## src/design/bsf_pkg.sv

```systemverilog
`timescale 1ns / 1ps
`default_nettype none

package bsf_pkg;

  localparam logic [7:0] FLAG_BYTE = 8'h24;
  localparam logic [7:0] ESC_BYTE  = 8'h2F;

  // Largest number of results that one item can cause.
  localparam int MAX_RES = 5;
  localparam int IDX_W   = $clog2(MAX_RES + 1);

  // One item expanded into its result bytes.
  typedef struct packed {
    logic [MAX_RES-1:0][7:0] bytes;
    logic [IDX_W-1:0]        count;
    logic                    has_trailer;
  } frame_t;

endpackage

`default_nettype wire

```

## src/design/bsf_if.sv

```systemverilog
`timescale 1ns / 1ps
`default_nettype none

interface bsf_in_if;
  logic       valid;
  logic       ready;
  logic [7:0] data_byte;
  logic       first_byte;
  logic       last_byte;
  logic       flip_first;

  modport source (output valid, data_byte, first_byte, last_byte, flip_first, input ready);
  modport sink (input valid, data_byte, first_byte, last_byte, flip_first, output ready);
endinterface

interface bsf_out_if;
  logic       valid;
  logic       ready;
  logic [7:0] out_byte;
  logic       is_trailer;
  logic       run_end;

  modport source (output valid, out_byte, is_trailer, run_end, input ready);
  modport sink (input valid, out_byte, is_trailer, run_end, output ready);
endinterface

`default_nettype wire

```

## src/design/bsf_expand.sv

```systemverilog
`timescale 1ns / 1ps
`default_nettype none

module bsf_expand (
  input  wire logic [7:0]    data_byte,
  input  wire logic          first_byte,
  input  wire logic          last_byte,
  input  wire logic          flip_first,
  input  wire logic [7:0]    parity_in,
  output bsf_pkg::frame_t    frame,
  output logic [7:0]         parity_out
);
  import bsf_pkg::*;

  logic             esc;
  logic [7:0]       base;
  logic [7:0]       par;
  logic [7:0]       inner;
  logic [IDX_W-1:0] pos;

  assign esc = (data_byte == FLAG_BYTE) || (data_byte == ESC_BYTE);

  always_comb begin
    base  = first_byte ? 8'h00 : parity_in;
    par   = base ^ data_byte ^ (esc ? ESC_BYTE : 8'h00);
    inner = esc ? ESC_BYTE : data_byte;
    pos   = '0;
    frame = '0;

    if (first_byte) begin
      frame.bytes[pos] = FLAG_BYTE;
      pos = pos + 1'b1;
    end

    // The error injection touches only the first byte after the flag;
    // the parity was already formed from the unflipped value.
    frame.bytes[pos] = {inner[7:1], inner[0] ^ (first_byte & flip_first)};
    pos = pos + 1'b1;

    if (esc) begin
      frame.bytes[pos] = data_byte;
      pos = pos + 1'b1;
    end

    if (last_byte) begin
      frame.bytes[pos] = FLAG_BYTE;
      frame.bytes[pos + 1'b1] = par;
      pos = pos + 2'd2;
    end

    frame.count       = pos;
    frame.has_trailer = last_byte;
    parity_out        = par;
  end

endmodule

`default_nettype wire

```

## src/design/bsf_emit.sv

```systemverilog
`timescale 1ns / 1ps
`default_nettype none

module bsf_emit (
  input  wire logic       clk,
  input  wire logic       rst,
  input  wire logic       load,
  input  bsf_pkg::frame_t frame_in,
  output logic            load_ready,
  bsf_out_if.source       dout
);
  import bsf_pkg::*;

  frame_t           frame;
  logic             busy;
  logic [IDX_W-1:0] idx;
  logic             adv;
  logic             last_slot;

  assign adv        = busy && (!dout.valid || dout.ready);
  assign last_slot  = (idx == frame.count - 1'b1);
  assign load_ready = !busy || (adv && last_slot);

  always_ff @(posedge clk) begin
    if (rst) begin
      busy <= 1'b0;
      idx  <= '0;
    end else if (load) begin
      busy <= 1'b1;
      idx  <= '0;
    end else if (adv && last_slot) begin
      busy <= 1'b0;
    end else if (adv) begin
      idx <= idx + 1'b1;
    end
  end

  always_ff @(posedge clk) begin
    if (load) begin
      frame <= frame_in;
    end
  end

  always_ff @(posedge clk) begin
    if (rst) begin
      dout.valid <= 1'b0;
    end else if (adv) begin
      dout.valid <= 1'b1;
    end else if (dout.ready) begin
      dout.valid <= 1'b0;
    end
  end

  always_ff @(posedge clk) begin
    if (adv) begin
      dout.out_byte   <= frame.bytes[idx];
      dout.is_trailer <= last_slot && frame.has_trailer;
      dout.run_end    <= last_slot;
    end
  end

endmodule

`default_nettype wire

```

## src/design/byte_stuff_framer_xor_trailer.sv

```systemverilog
// Byte-stuffing framer with an XOR parity trailer.
// Channel din takes one payload byte per item with first_byte, last_byte
// and flip_first marks; channel dout gives the framed stream, one byte per
// item, with is_trailer on the parity byte and run_end on the final byte
// caused by each input item. Both channels move an item at a rising edge
// where valid and ready are high.
// An input item causes one to five output items. The first of them goes
// through the expansion register and then the output register to dout;
// the rest follow one per cycle while dout.ready stays high. The next
// input item is taken in the cycle its predecessor's last byte moves into
// the output register, so the block sustains one output byte per cycle
// while dout.ready stays high: an item gives one output byte for a plain
// inner byte and up to five for a one-byte frame whose byte needs an
// escape. The one-byte output port sets this rate.
// When the receiver stalls, the output register holds its byte and din
// stops taking items while the expansion register holds an item.
// Reset (rst, synchronous) drops dout.valid, empties the expansion
// register and clears the running parity to zero.
`timescale 1ns / 1ps
`default_nettype none

module byte_stuff_framer_xor_trailer (
  input wire logic  clk,
  input wire logic  rst,
  bsf_in_if.sink    din,
  bsf_out_if.source dout
);
  import bsf_pkg::*;

  // Running parity carried from one item to the next.
  logic [7:0] parity;
  logic [7:0] parity_next;
  frame_t     frame_new;
  logic       load_ready;
  logic       load;

  assign din.ready = load_ready;
  assign load      = din.valid && load_ready;

  // Expansion of the incoming item into its flag, escape, data and trailer
  // bytes; the parity for the next item comes out of the same logic.
  bsf_expand u_expand (
    .data_byte  (din.data_byte),
    .first_byte (din.first_byte),
    .last_byte  (din.last_byte),
    .flip_first (din.flip_first),
    .parity_in  (parity),
    .frame      (frame_new),
    .parity_out (parity_next)
  );

  always_ff @(posedge clk) begin
    if (rst) begin
      parity <= 8'h00;
    end else if (load) begin
      parity <= parity_next;
    end
  end

  // Holds the expanded item and walks it out through the output register.
  bsf_emit u_emit (
    .clk        (clk),
    .rst        (rst),
    .load       (load),
    .frame_in   (frame_new),
    .load_ready (load_ready),
    .dout       (dout)
  );

endmodule

`default_nettype wire

```

## src/flat_wrapper.sv

```systemverilog
// flat-port wrapper written by rule: the top's interface ports become plain ports
module byte_stuff_framer_xor_trailer_flat import bsf_pkg::*;
  (clk, rst, din_valid, din_data_byte, din_first_byte, din_last_byte, din_flip_first, din_ready, dout_valid, dout_out_byte, dout_is_trailer, dout_run_end, dout_ready);
  bsf_in_if din_i ();
  bsf_out_if dout_i ();
  input wire logic clk;
  input wire logic rst;
  input wire logic [$bits(din_i.valid)-1:0] din_valid;
  input wire logic [$bits(din_i.data_byte)-1:0] din_data_byte;
  input wire logic [$bits(din_i.first_byte)-1:0] din_first_byte;
  input wire logic [$bits(din_i.last_byte)-1:0] din_last_byte;
  input wire logic [$bits(din_i.flip_first)-1:0] din_flip_first;
  output wire logic [$bits(din_i.ready)-1:0] din_ready;
  output wire logic [$bits(dout_i.valid)-1:0] dout_valid;
  output wire logic [$bits(dout_i.out_byte)-1:0] dout_out_byte;
  output wire logic [$bits(dout_i.is_trailer)-1:0] dout_is_trailer;
  output wire logic [$bits(dout_i.run_end)-1:0] dout_run_end;
  input wire logic [$bits(dout_i.ready)-1:0] dout_ready;
  assign din_i.valid = din_valid;
  assign din_i.data_byte = din_data_byte;
  assign din_i.first_byte = din_first_byte;
  assign din_i.last_byte = din_last_byte;
  assign din_i.flip_first = din_flip_first;
  assign din_ready = din_i.ready;
  assign dout_valid = dout_i.valid;
  assign dout_out_byte = dout_i.out_byte;
  assign dout_is_trailer = dout_i.is_trailer;
  assign dout_run_end = dout_i.run_end;
  assign dout_i.ready = dout_ready;
  byte_stuff_framer_xor_trailer u_core (.clk(clk), .rst(rst), .din(din_i), .dout(dout_i));
endmodule
```

## config.mk

```make
export PLATFORM = sky130hd
export DESIGN_NAME = byte_stuff_framer_xor_trailer_flat
export DESIGN_NICKNAME = d
export VERILOG_FILES = /design/src/design/bsf_pkg.sv /design/src/design/bsf_if.sv /design/src/design/bsf_expand.sv /design/src/design/bsf_emit.sv /design/src/design/byte_stuff_framer_xor_trailer.sv /design/src/flat_wrapper.sv
export SDC_FILE = /design/constraint.sdc
export NUM_CORES = 1
export LEC_CHECK = 0
export BUFFER_PORTS_ARGS = -buffer_cell sky130_fd_sc_hd__buf_4
export CORE_MARGIN = 1.5
export CORE_UTILIZATION = 54
export DETAILED_ROUTE_END_ITERATION = 10
export MAX_ROUTING_LAYER = met4
export PLACE_DENSITY_LB_ADDON = 0.1
export SLEW_MARGIN = 20
export SYNTH_ARGS = -nofsm -noshare
export SYNTH_HDL_FRONTEND = slang
export SYNTH_SLANG_ARGS = --single-unit
```

## constraint.sdc

```tcl
create_clock -name clk -period 2.7 [get_ports clk]
set_clock_uncertainty 0.15 [all_clocks]
set_input_delay 0.27 -clock clk [delete_from_list [all_inputs] [get_ports clk]]
set_output_delay 0.27 -clock clk [all_outputs]
set_load 0.01 [all_outputs]
```

* Word-level counts from Yosys, hierarchy flattened *
Cells that the tools add are included.

operators by class
  $lt $le $gt $ge = 9
  bitwise logic cells = 8
  muxes and demuxes = 26
  equal/unequal tests = 3
  add/sub/neg operators = 6
  reductions and logical operators = 17

operators with widths
  operator               number
  $bwmux W40             3
  $demux W8 S3           4
  $mux W40               2
  $mux W8                7
  $and A30 B30 Y30       1
  $not A30 Y30           1
  $bmux W8 S3            1
  $lt A3 B4 Y1 const B   5
  $eq A8 B6 Y1 const B   2
  $add A3 B1 Y3 const B  4
  $ge A3 B1 Y1 const B   4
  $mux W6                2
  $or A10 B10 Y10        1
  $logic_and A1 B1 Y1    8
  $xor A8 B6 Y8          1
  $xor A8 B8 Y8          1
  $mux W3                2
  $mux W1                5
  $reduce_bool A2 Y1     2
  $add A3 B2 Y3 const B  1
  $eq A3 B3 Y1           1
  $logic_or A1 B1 Y1     3
  $sub A3 B1 Y3 const B  1
  $logic_not A1 Y1       2
  5 further kinds        5

storage, ports and cells
  output and inout bits = 12
  bits of input ports = 15
  register bits = 67
  logic and storage cells = 83

* Longest topological paths before layout *
  word-level depth = 12
  mapped depth = 10
  depth with buffers taken out = 8

* Hierarchy *
A second synthesis with hierarchy kept.

unflattened totals
  cells, all modules = 300
  area total of the unflattened synthesis = 3453.3 um2

by module, submodules not included
  module                         cells an instance  area an instance (um2)  sequential area each (um2)  instances
  bsf_emit                       131                2268.4                  1721.7                      1
  bsf_expand                     131                804.5                   0.0                         1
  byte_stuff_framer_xor_trailer  38                 380.4                   160.2                       1

* Least setup slack after synthesis *
Ideal clock, no wire load.

  kind = in2reg
  start = input port din_data_byte[7]
  end = register u_core.u_emit.frame[21] (netlist name) (data pin)
  required time = 2286 ps
  arrival time = 2173 ps
  slack = 113 ps
  stages on the path = 9
  path buffers = 3
  setup time = 264 ps
  path through = buf_2 or3b_1 buf_6 a211o_1 ha_1 clkbuf_1 nand2_1 a31oi_1 a21oi_1

RTL lines
  what                    line               text
  start: declaration      flat_wrapper.sv:9  input wire logic [$bits(din_i.data_byte)-1:0] din_data_byte;
  end signal: assignment  bsf_emit.sv:40     frame <= frame_in;
  end: declaration        bsf_emit.sv:14     frame_t frame;

* Worst setup path after layout *
  start = register u_core.u_emit.frame[1] (netlist name)
  end = register u_core.parity[4]

on the way
  cells in the longest elaborated chain, start to end = 5

ends and longest elaborated chain
  what                    line                                 text
  $sub A3 B1 Y3           bsf_emit.sv:21                       assign last_slot = (idx == frame.count - 1'b1);
  $eq A3 B3 Y1            bsf_emit.sv:21
  $logic_and A1 B1 Y1     bsf_emit.sv:22                       assign load_ready = !busy || (adv && last_slot);
  $logic_or A1 B1 Y1      bsf_emit.sv:22
  $logic_and A1 B1 Y1     byte_stuff_framer_xor_trailer.sv:38  assign load = din.valid && load_ready;
  end signal: assignment  byte_stuff_framer_xor_trailer.sv:56  parity <= parity_next;
  end: declaration        byte_stuff_framer_xor_trailer.sv:31  logic [7:0] parity;

Every way passes these cells.
A chain may end at the register's enable or synchronous reset.

==> metrics <==
Post-route DRC=0; CTS tree=built; post-layout min period=2.460 ns; core area=6026 µm²; Slew HR=0.6326; Clk pin slew, worst setup/hold paths=0.07 ns; total number of vias=2319; Row Count=28; Period Utilization, post-route=0.9110; Hold Fails Final Rpt=0; Clk Latency, worst-skew pair=0.34 ns; DRT iter0 DRCs=141; # nets final=355; max cap viols=0; predominant post-synthesis flop cell=edfxtp_1; outcome=completed; Antenna Nets Post-Route=0; Area growth, synth to finish=13.94%; Post-DP HPWL=4.691 mm; Max Slew Vio Count=0; Peak Freq=0.4066 GHz; Ant. Diodes=0; actual slew at the worst max-slew pin=0.5511 ns; Ports=27; Synth cell types=50; Req. time, crit path=2.81 ns; Mapped Nets=322; Hold Buf Count CTS=0; via/cell ratio=5.575; FF+latch count, synth=67; pwr dens=586.0 nW/µm²; Leak Pwr=0.001488 µW; DRT Pass-1 Iters=4; initial antenna violation count=0; worst-path maximum fanout=56; Peak VDD IR=0.3596 mV; Hold WC Path Type=in2reg; CP Data Arrival Time=2.57 ns; Port Buf Inserts=26; setup violators final=0; Yosys Warn Count=0; Post-CTS Setup Repair Bufs=0; vias in the first global route=2188; first-pass GRT wire length=10.90 mm; Place WS=0.2004 ns; CTS resizes=0; most frequent cells in the layout=edfxtp_1, buf_4, nor2_1; Tot GR Track Use=0.2273; gp weighted congestion=0.7974; CTS Buf Count=9; EDFF count, synth=54; root buf cell=clkbuf_8; sequential cell area fraction in the yosys report=0.5503; Crit Path Category=reg2reg; Routed WL per cell=16.25 µm; Setup crit end kind=flop; FFs w/ async S/R, synth=0; largest net degree at the start of global routing=57; Syn Inst Count=303; layout cells sized above 1=0.2317; RSZ-0062 raised after global routing=false; Die Span X=82.58 µm; Die Span Y=82.58 µm; most common cell after layout, fill and taps aside=edfxtp_1; Initial Util=0.5675; Filler cells=507; final setup margin=0.2403 ns; Netlist Area Pre-Place=3420 µm²; H-tree depth=3; synthesized area per cell=11.29 µm²; Routed WL=6.761 mm; Setup TNS=0 ns; total gr overflow=0; critical path startpoint category=flop; Die Area=6819 µm²; clk sinks=67; clock buffer depth=2
## sequential cells by signal, summed over array words and instances, names as in the netlist
name,count
u_core.u_emit.dout.run_end,1
u_core.u_emit.idx,3
u_core.u_emit.dout.is_trailer,1
u_core.u_emit.dout.out_byte,8
u_core.u_emit.dout.valid,1
u_core.u_emit.frame,44
u_core.parity,8
u_core.u_emit.busy,1
## through the flow
step / cell area [µm²] / hold WS (ns) / power [µW] / instances / utilization
after floorplan: 3420 / 0.1993 / 1482 / 303 / -
after global placement: 3734 / 0.3334 / 1587 / 400 / 0.6196
after detailed placement: 3734 / 0.3425 / 1598 / 400 / 0.6196
after CTS: 3896 / 0.03440 / 2295 / 416 / 0.6466
after global routing: 3896 / 0.05603 / 2380 / 416 / 0.6466
final: 3896 / 0.04572 / 2283 / 416 / 0.6466
## final cells by class
cell class,count,area [µm²],area share
Multi-Input combinational cell,197,1363,0.3497
Tap cell,75,93.84,0.02408
Timing Repair Buffer,41,320.3,0.08221
Sequential cell,67,1882,0.4830
Inverter,20,75.07,0.01927
Clock buffer,11,131.4,0.03372
Clock inverter,5,31.28,0.008028
## worst paths after layout
kind | startpoint | to | slack, ns | cells past startpoint
worst max-delay path | u_core.u_emit.frame[1] | u_core.parity[4] | 0.24 | 9
worst max register to register | u_core.u_emit.frame[1] | u_core.parity[4] | 0.24 | 9
worst min-delay path | din_valid | u_core.u_emit.busy | 0.05 | 3
worst min register to register | u_core.u_emit.busy | u_core.u_emit.dout.valid | 0.37 | 2
## worst max-delay path, stage by stage, from the launching register on
cell and delay (ns):
edfxtp_1 0.41, inv_1 0.06, ha_1 0.31, xor2_1 0.21, a41oi_2 0.16, nand2b_1 0.34, inv_2 0.14, buf_12 0.28
nand3b_1 0.12, a31oi_1 0.17
## synth_stat cells (3+ instances only)
library cell | count | area [µm²]
a211oi_2 | 3 | 37.54
a21oi_1 | 12 | 60.06
a2bb2oi_2 | 3 | 45.04
a31oi_1 | 8 | 50.05
and2_1 | 6 | 37.54
buf_2 | 4 | 20.02
clkbuf_1 | 8 | 30.03
dfxtp_1 | 13 | 260.3
edfxtp_1 | 54 | 1622
ha_1 | 4 | 50.05
inv_1 | 19 | 71.32
mux4_2 | 8 | 180.2
nand2_1 | 24 | 90.09
nand2b_1 | 7 | 43.79
nand3_1 | 7 | 35.03
nand3b_1 | 4 | 30.03
nor2_1 | 37 | 138.9
nor2b_1 | 6 | 37.54
nor3_1 | 5 | 25.02
o21ai_0 | 22 | 110.1
o31ai_1 | 3 | 22.52
xnor2_1 | 5 | 43.79
xnor2_2 | 4 | 65.06
xor2_1 | 5 | 43.79
## layer usage
layer  wire, µm  up-vias  GRT usage  part of all wire
li1           -     1147          -                 -
met1       3239     1102     0.3057              0.48
met2       3193       63     0.3390              0.47
met3        266        7    0.05055             0.039
met4         61        0    0.08333            0.0090
met5          0        -          -                 0
## kinds of logic after synthesis
kind of cell    Yosys count  synth area share
compound gates           62            0.1219
xor+xnor                 15           0.05122
fa+ha+maj                 4           0.01464
buf+inv                  39           0.05123
flops                    67            0.5503
mux                       9           0.05562
simple gates            107            0.1551
## power breakdown
group | switching [µW] | internal [µW]
sequential | 29.7 | 1210
combinational | 192 | 146
clock | 379 | 330
total | 601 | 1680
Power figures use the tool's default switching activity.
